### config.mk
export PLATFORM = sky130hd
export DESIGN_NAME = bitmap_block_pool_allocator_core
export DESIGN_NICKNAME = d
export VERILOG_FILES = /design/src/design/bbpa_pkg.sv /design/src/design/bbpa_ctrl.sv /design/src/design/bbpa_dp.sv /design/src/design/bitmap_block_pool_allocator_core.sv
export SDC_FILE = /design/constraint.sdc
export NUM_CORES = 1
export LEC_CHECK = 0
export BUFFER_PORTS_ARGS = -buffer_cell sky130_fd_sc_hd__buf_2
export CAP_MARGIN = 20
export CORE_MARGIN = 10
export CORE_UTILIZATION = 45
export DETAILED_ROUTE_END_ITERATION = 16
export SLEW_MARGIN = 20
export SYNTH_ARGS = -nofsm -noshare
export SYNTH_HDL_FRONTEND = slang
export SYNTH_SLANG_ARGS = --single-unit
### constraint.sdc
create_clock -name i_clk -period 21.6 [get_ports i_clk]
set_input_delay 2.16 -clock i_clk [delete_from_list [all_inputs] [get_ports i_clk]]
set_output_delay 2.16 -clock i_clk [all_outputs]
set_load 0.1 [all_outputs]
### src/design/bbpa_pkg.sv
`timescale 1ns / 1ps
// ----------------------------------------------------------------------------
// bbpa_pkg
// Shared constants, types and helpers for the bitmap block pool allocator.
// ----------------------------------------------------------------------------
package bbpa_pkg;

    localparam int MAX_BLOCKS = 32;
    localparam int ALIGN_MASK = 7;
    localparam int ADDR_W     = 32;

    localparam int SIZE_W     = 16;
    localparam int BCOUNT_W   = 6;
    localparam int CFG_DATA_W = 32;
    localparam int CFG_IDX_W  = 2;
    localparam int STATUS_W   = 2;

    localparam int STRIDE_W   = SIZE_W + 1;
    localparam int IDX_W      = (MAX_BLOCKS > 1) ? $clog2(MAX_BLOCKS) : 1;
    localparam int CNT_W      = $clog2(MAX_BLOCKS + 1);
    localparam int STEP_W     = $clog2(ADDR_W);

    localparam logic [SIZE_W-1:0]   SIZE_RESET   = SIZE_W'(8);
    localparam logic [BCOUNT_W-1:0] BCOUNT_RESET = BCOUNT_W'(32);
    localparam logic [STEP_W-1:0]   LAST_STEP    = STEP_W'(ADDR_W - 1);

    typedef enum logic [STATUS_W-1:0] {
        ST_OK    = 2'd0,
        ST_EMPTY = 2'd1,
        ST_BAD   = 2'd2
    } t_status;

    typedef enum logic [CFG_IDX_W-1:0] {
        CFG_DATA_BASE   = 2'd0,
        CFG_BLOCK_SIZE  = 2'd1,
        CFG_BLOCK_COUNT = 2'd2
    } t_cfg_idx;

    typedef enum logic [1:0] {
        S_IDLE,
        S_CHECK,
        S_DIV,
        S_FIN
    } t_state;

    typedef struct packed {
        logic load;
        logic alloc;
        logic bad;
        logic div_init;
        logic div_step;
        logic free_fin;
    } t_cmd;

    typedef struct packed {
        logic act;
        logic pre_bad;
    } t_dp_stat;

    function automatic logic [CNT_W-1:0] eff_count(input logic [BCOUNT_W-1:0] cnt);
        logic [CNT_W-1:0] res;
        if (int'(cnt) > MAX_BLOCKS) begin
            res = CNT_W'(MAX_BLOCKS);
        end else begin
            res = CNT_W'(cnt);
        end
        return res;
    endfunction

    function automatic logic [MAX_BLOCKS-1:0] low_mask(input logic [CNT_W-1:0] n);
        logic [MAX_BLOCKS-1:0] m;
        for (int i = 0; i < MAX_BLOCKS; i++) begin
            m[i] = (i < int'(n));
        end
        return m;
    endfunction

    function automatic logic [STRIDE_W-1:0] calc_stride(input logic [SIZE_W-1:0] sz);
        logic [STRIDE_W-1:0] s;
        s = {1'b0, sz} + STRIDE_W'(ALIGN_MASK);
        return s & ~STRIDE_W'(ALIGN_MASK);
    endfunction

endpackage

### src/design/bbpa_ctrl.sv
`timescale 1ns / 1ps
// ----------------------------------------------------------------------------
// bbpa_ctrl
// Request sequencer: allocate, bad-address reject, or divide-and-free.
// ----------------------------------------------------------------------------
module bbpa_ctrl
    import bbpa_pkg::*;
(
    input  logic     i_clk,
    input  logic     i_rst_n,
    input  logic     i_start,
    input  t_dp_stat i_stat,
    output t_cmd     o_cmd,
    output logic     o_busy
);

    t_state            r_state, n_state;
    logic [STEP_W-1:0] r_step, n_step;

    always_ff @(posedge i_clk) begin
        if (!i_rst_n) begin
            r_state <= S_IDLE;
            r_step  <= '0;
        end else begin
            r_state <= n_state;
            r_step  <= n_step;
        end
    end

    always_comb begin
        n_state = r_state;
        n_step  = '0;
        unique case (r_state)
            S_IDLE: begin
                if (i_start) n_state = S_CHECK;
            end
            S_CHECK: begin
                if (!i_stat.act || i_stat.pre_bad) n_state = S_IDLE;
                else n_state = S_DIV;
            end
            S_DIV: begin
                n_step = r_step + STEP_W'(1);
                if (r_step == LAST_STEP) n_state = S_FIN;
            end
            S_FIN: begin
                n_state = S_IDLE;
            end
            default: n_state = S_IDLE;
        endcase
    end

    always_comb begin
        o_cmd  = '0;
        o_busy = 1'b1;
        unique case (r_state)
            S_IDLE: begin
                o_busy     = 1'b0;
                o_cmd.load = i_start;
            end
            S_CHECK: begin
                if (!i_stat.act) o_cmd.alloc = 1'b1;
                else if (i_stat.pre_bad) o_cmd.bad = 1'b1;
                else o_cmd.div_init = 1'b1;
            end
            S_DIV: begin
                o_cmd.div_step = 1'b1;
            end
            S_FIN: begin
                o_cmd.free_fin = 1'b1;
            end
            default: o_busy = 1'b1;
        endcase
    end

endmodule

### src/design/bbpa_dp.sv
`timescale 1ns / 1ps
// ----------------------------------------------------------------------------
// bbpa_dp
// Config registers, free bitmap, lowest-free search and radix-2 divider.
// ----------------------------------------------------------------------------
module bbpa_dp
    import bbpa_pkg::*;
(
    input  logic                  i_clk,
    input  logic                  i_rst_n,
    input  t_cmd                  i_cmd,
    output t_dp_stat              o_stat,
    input  logic                  i_action,
    input  logic [ADDR_W-1:0]     i_free_address,
    input  logic                  i_cfg_we,
    input  logic [CFG_IDX_W-1:0]  i_cfg_idx,
    input  logic [CFG_DATA_W-1:0] i_cfg_data,
    output logic                  o_done,
    output logic [STATUS_W-1:0]   o_status,
    output logic [ADDR_W-1:0]     o_block_address,
    output logic [CNT_W-1:0]      o_free_blocks
);

    logic [ADDR_W-1:0]     r_base;
    logic [SIZE_W-1:0]     r_size;
    logic [BCOUNT_W-1:0]   r_bcount;
    logic [MAX_BLOCKS-1:0] r_map;
    logic [CNT_W-1:0]      r_count;
    logic                  r_done;

    logic                  r_act;
    logic [ADDR_W-1:0]     r_faddr;
    logic [ADDR_W-1:0]     r_quo;
    logic [STRIDE_W-1:0]   r_rem;
    t_status               r_status;
    logic [ADDR_W-1:0]     r_addr_out;

    logic [STRIDE_W-1:0]   stride;
    logic [CNT_W-1:0]      eff;
    logic                  map_empty;
    logic [IDX_W-1:0]      low_idx;
    logic [ADDR_W-1:0]     alloc_addr;
    logic [STRIDE_W:0]     trial;
    logic [STRIDE_W:0]     diff;
    logic                  qbit;
    logic [STRIDE_W-1:0]   n_rem;
    logic                  idx_ok;
    logic [IDX_W-1:0]      q_idx;

    assign stride    = calc_stride(r_size);
    assign eff       = eff_count(r_bcount);
    assign map_empty = (r_map == '0);

    always_comb begin
        low_idx = '0;
        for (int i = MAX_BLOCKS - 1; i >= 0; i--) begin
            if (r_map[i]) low_idx = IDX_W'(i);
        end
    end

    assign alloc_addr = r_base + ADDR_W'(stride) * ADDR_W'(low_idx);

    // one restoring divide step per cycle
    assign trial = {r_rem, r_quo[ADDR_W-1]};
    assign diff  = trial - {1'b0, stride};
    assign qbit  = (trial >= {1'b0, stride});
    assign n_rem = qbit ? diff[STRIDE_W-1:0] : trial[STRIDE_W-1:0];

    assign idx_ok = (r_quo < ADDR_W'(eff));
    assign q_idx  = r_quo[IDX_W-1:0];

    assign o_stat.act     = r_act;
    assign o_stat.pre_bad = (r_faddr < r_base) || (stride == '0);

    always_ff @(posedge i_clk) begin
        if (!i_rst_n) begin
            r_base   <= '0;
            r_size   <= SIZE_RESET;
            r_bcount <= BCOUNT_RESET;
            r_map    <= low_mask(eff_count(BCOUNT_RESET));
            r_count  <= eff_count(BCOUNT_RESET);
            r_done   <= 1'b0;
        end else begin
            r_done <= i_cmd.alloc | i_cmd.bad | i_cmd.free_fin;
            if (i_cfg_we) begin
                unique case (i_cfg_idx)
                    CFG_DATA_BASE:   r_base <= i_cfg_data[ADDR_W-1:0];
                    CFG_BLOCK_SIZE:  r_size <= i_cfg_data[SIZE_W-1:0];
                    CFG_BLOCK_COUNT: begin
                        r_bcount <= i_cfg_data[BCOUNT_W-1:0];
                        r_map    <= low_mask(eff_count(i_cfg_data[BCOUNT_W-1:0]));
                        r_count  <= eff_count(i_cfg_data[BCOUNT_W-1:0]);
                    end
                    default: ;
                endcase
            end
            if (i_cmd.alloc && !map_empty) begin
                r_map[low_idx] <= 1'b0;
                r_count        <= r_count - CNT_W'(1);
            end
            if (i_cmd.free_fin && idx_ok) begin
                r_map[q_idx] <= 1'b1;
                if (!r_map[q_idx]) r_count <= r_count + CNT_W'(1);
            end
        end
    end

    always_ff @(posedge i_clk) begin
        if (i_cmd.load) begin
            r_act   <= i_action;
            r_faddr <= i_free_address;
        end
        if (i_cmd.div_init) begin
            r_quo <= r_faddr - r_base;
            r_rem <= '0;
        end
        if (i_cmd.div_step) begin
            r_rem <= n_rem;
            r_quo <= {r_quo[ADDR_W-2:0], qbit};
        end
        if (i_cmd.alloc) begin
            r_status   <= map_empty ? ST_EMPTY : ST_OK;
            r_addr_out <= map_empty ? '0 : alloc_addr;
        end
        if (i_cmd.bad) begin
            r_status   <= ST_BAD;
            r_addr_out <= '0;
        end
        if (i_cmd.free_fin) begin
            r_status   <= idx_ok ? ST_OK : ST_BAD;
            r_addr_out <= '0;
        end
    end

    assign o_done          = r_done;
    assign o_status        = r_status;
    assign o_block_address = r_addr_out;
    assign o_free_blocks   = r_count;

endmodule

### src/design/bitmap_block_pool_allocator_core.sv
`timescale 1ns / 1ps
// ----------------------------------------------------------------------------
// bitmap_block_pool_allocator_core
// Allocate and a free rejected at the check go from S_CHECK to the o_done
//   register; a checked free runs S_DIV, one quotient bit per cycle, then S_FIN.
// Throughput: one beat at a time; a new start is taken in the o_done cycle.
// Results are not stalled by the receiver. Synchronous active-low reset
//   restores the reset config and frees blocks 0..31 at once.
// ----------------------------------------------------------------------------
module bitmap_block_pool_allocator_core
    import bbpa_pkg::*;
(
    input  logic                  i_clk,
    input  logic                  i_rst_n,
    input  logic                  start,
    output logic                  busy,
    input  logic                  i_action,
    input  logic [ADDR_W-1:0]     i_free_address,
    input  logic                  i_cfg_we,
    input  logic [CFG_IDX_W-1:0]  i_cfg_idx,
    input  logic [CFG_DATA_W-1:0] i_cfg_data,
    output logic                  o_done,
    output logic [STATUS_W-1:0]   o_status,
    output logic [ADDR_W-1:0]     o_block_address,
    output logic [CNT_W-1:0]      o_free_blocks
);

    t_cmd     cmd;
    t_dp_stat stat;

    bbpa_ctrl u_ctrl (
        .i_clk   (i_clk),
        .i_rst_n (i_rst_n),
        .i_start (start),
        .i_stat  (stat),
        .o_cmd   (cmd),
        .o_busy  (busy)
    );

    bbpa_dp u_dp (
        .i_clk           (i_clk),
        .i_rst_n         (i_rst_n),
        .i_cmd           (cmd),
        .o_stat          (stat),
        .i_action        (i_action),
        .i_free_address  (i_free_address),
        .i_cfg_we        (i_cfg_we),
        .i_cfg_idx       (i_cfg_idx),
        .i_cfg_data      (i_cfg_data),
        .o_done          (o_done),
        .o_status        (o_status),
        .o_block_address (o_block_address),
        .o_free_blocks   (o_free_blocks)
    );

endmodule

==> summary.txt <==
Detailed routing
  – Vias per inst: 5.83
  – 1st-iter DRT viols: 1,008
  – Wire length per cell: 20.1 um
  – TritonRoute pass-1 iters: 6
  – Detailed-route via count: 13.4k
  – Routed wire length: 46,300 um
  – Drc violations: 0
  – Antenna-violating nets left: 0

Setup path
  – Worst path required time: 22,030 ps
  – Reg2reg setup slack: 13,370 ps
  – Slowest cell on the critical path: o41ai_1
  – Critical Path Sink Type: flop
  – Worst Path Max Fanout: 24
  – R2R cell count: 26
  – Critical path startpoint category: flop
  – Reg-to-Reg Start: u_dp.r_map[27]$_SDFF_PN1_
  – Data arrival, critical path: 8660 ps
  – CP max stage delay: 610 ps
  – Critical Path Most Common Cell: o21ai_0
  – Critical path class: flop to flop
  – Worst reg2reg path endpoint: u_dp.o_block_address[28]$_SDFFE_PP0P_
  – CP startpoint: u_dp.r_map[27]$_SDFF_PN1_

Worst hold path
  – Type of the most critical hold path: flop to flop
  – Worst hold path stage count: 2
  – Hold endpoint: u_dp.r_bcount[0]$_SDFFE_PN0P_
  – Worst Hold Launch: u_dp.r_bcount[0]$_SDFFE_PN0P_

Finish
  – Antenna Cells: 0
  – Layout area overhead: 12.1%
  – Layout cells sized above 1: 11.9%
  – Nets: 2,044
  – Fill count: 3,274
  – Finished Layout Cells: 2,299
  – Final Util: 51.0%

Timing
  – Final Hold Fails: 0
  – Tcrit/Tclk final: 38.1%
  – RSZ-0062 raised after global routing: false
  – Fmax: 121 MHz
  – Setup violators final: 0
  – Final Max Tran Viols: 0
  – Fin Clk Skew: 39.9 ps
  – Final WS setup: 13,370 ps
  – Tmin final: 8230 ps
  – Setup_tns: 0 ps
  – Relative slew margins: 28.0%
  – Worst slew pin tran: 1080 ps

Die
  – Starting Density: 45.4%
  – Die Span X: 204 um
  – Row count: 67
  – Die Y: 204 um
  – Core Area: 33,400 um^2
  – DIE AREA: 41,400 um^2
  – IO Pins: 113

Global routing
  – Tot GR Track Use: 21.8%
  – Initial antenna violation count: 1
  – GRT met3 Usage: 3.19%
  – Total gr overflow: 0
  – Met2 Use GR: 35.6%
  – First-pass GRT wire length: 73,100 um
  – Most used routing layer: met2
  – Largest net degree at the start of global routing: 67
  – Met1 Resource Use GR: 29.4%
  – Vias in the first global route: 13.2k

Logic synthesis
  – Yosys warns: 0
  – Synthesized net count: 1,970
  – Commonest cells post-synth: 199 x nand2_1, 156 x a21oi_1, 148 x nor2_1
  – Number of synthesized flops with an enable pin: 84
  – Synth unique cells: 81
  – Synthesized instance count: 1,757
  – Area contributors post-synth: dfxtp_1 17%, edfxtp_1 17%, ha_1 8.5%
  – Synth Cell Area: 15,200 um^2
  – Top_reg_cell synth: dfxtp_1
  – Share of the synthesized area in the top cell type: 17.4%
  – Sequential area share after synthesis: 34.1%
  – Async set or reset register ratio after synthesis: 0%
  – Top cell type by total area after synthesis: dfxtp_1
  – Mean Syn Cell Area: 8.63 um^2
  – Top-count cell post-synth: nand2_1
  – Yosys reg bits: 216

Power
  – Seq pwr share: 41.8%
  – Clock Power Share: 40.5%
  – Worst VDD drop: 0.0000647 V
  – Pwr Density: 66.2 nW/um^2
  – P_leak: 7.03 nW
  – Net Sw Power: 0.337 mW
  – Comb power frac: 17.7%
  – Switching share of total power: 29.9%
  – Internal cell power: 0.789 mW
  – Tot Pwr: 1.13 mW

Clocking
  – Worst-path clk slew: 60 ps
  – Clk buf depth: 3
  – CTS Hold Buffers Added: 0
  – Clock root buffer: clkbuf_16
  – Clk_lat worst skew: 560 ps
  – Post_cts resized: 0
  – Sink Count: 216
  – CTS tree: built
  – Inserted Clock Buffers: 26
  – Htree depth: 1
  – Post-CTS setup buffer count: 0

Placement
  – Place WS: 13,450 ps
  – PortBufs: 112
  – Placed Cells: 2,251
  – Dpl hpwl: 33,600 um
  – RD Place Congestion: 0.940

Status
  – Status: finished, final reports clean

Run
  – Max-cap viol count: 0
cells by family after synthesis:
logic type | after synthesis | synth area share [%]
AOI/OAI and AO/OA | 441 | 19.3
adders and majority gates | 142 | 13.6
muxes | 24 | 2.24
DFF | 216 | 34.1
buffers and inverters | 209 | 5.27
xor gates and xnor gates | 84 | 4.85
and+or+nand+nor | 641 | 20.7
sequential cells by signal, summed over array words and instances, names as in the netlist, 2 cells and up, named ones only:
signal,cells
u_dp.r_rem,17
u_dp.o_free_blocks,6
u_dp.r_size,16
u_dp.r_bcount,6
u_dp.r_base,32
u_ctrl.r_step,5
u_dp.o_block_address,32
u_dp.r_map,32
u_dp.r_faddr,32
u_dp.o_status,2
u_dp.r_quo,32
per-layer routing:
layer / up-vias / part of all wire (%) / routed length, um
met5: - / 0 / 0
met1: 6476 / 46 / 21100
met2: 423 / 46 / 21400
met3: 72 / 5.9 / 2730
met4: 0 / 2.3 / 1070
li1: 6442 / - / -
worst max-delay path: cells and delay by family, from the launching register on:
| kind | cells | cell delay [ps] |
|---|---|---|
| AOI/OAI and AO/OA | 12 | 3520 |
| adders and majority gates | 5 | 2200 |
| and+or+nand+nor | 5 | 1400 |
| DFF | 1 | 350 |
| buffers and inverters | 2 | 290 |
| muxes | 1 | 170 |
| xor gates and xnor gates | 1 | 150 |
worst max path at each step:
| stage | endpoint |
|---|---|
| floorplan | u_dp.o_block_address[26]$_SDFFE_PP0P_ |
| global placement | u_dp.o_block_address[28]$_SDFFE_PP0P_ |
| detailed placement | u_dp.o_block_address[28]$_SDFFE_PP0P_ |
| CTS | u_dp.o_block_address[28]$_SDFFE_PP0P_ |
| global route | u_dp.o_block_address[24]$_SDFFE_PP0P_ |
| finish | u_dp.o_block_address[28]$_SDFFE_PP0P_ |
through the flow:
step	hold WS, ps	instance area, um^2
CTS	454	17000
global placement	438	16100
global route	473	17000
floorplan	418	15200
detailed placement	449	16100
finish	452	17000
power by group through the flow:
stage	clock network (mW)	logic [mW]	registers [mW]
2_1_floorplan	0	0.119	0.504
3_3_place_gp	0	0.196	0.478
3_5_place_dp	0	0.198	0.479
4_1_cts	0.464	0.199	0.470
5_1_grt	0.481	0.218	0.473
6_report	0.456	0.200	0.471
layout by cell type (no fill, tap or decap), drive strengths merged, types with 20 or more instances in the layout:
cell and n:
nand2 200, or3 20, ha 103, dfxtp 132
buf 126, o21ai 62, and3 23, fa 39
edfxtp 84, nand2b 40, nor2 148, clkbuf 36
nor3 49, nand3 40, a21o 26, xnor2 52
o221ai 23, xor2 32, a21oi 158, a22o 30
inv 132, a211oi 22
area by class of cell:
class                      count  area [um^2]  share of cell area, %
timing repair buffer         126          666                   3.91
clock inverter                12          125                  0.736
clock buffer                  36          769                   4.53
sequential                   216         5160                   30.4
tap                          448          561                   3.30
inverter                     129          484                   2.85
multi-input combinational   1332         9240                   54.3
Power figures use the tool's default switching activity.
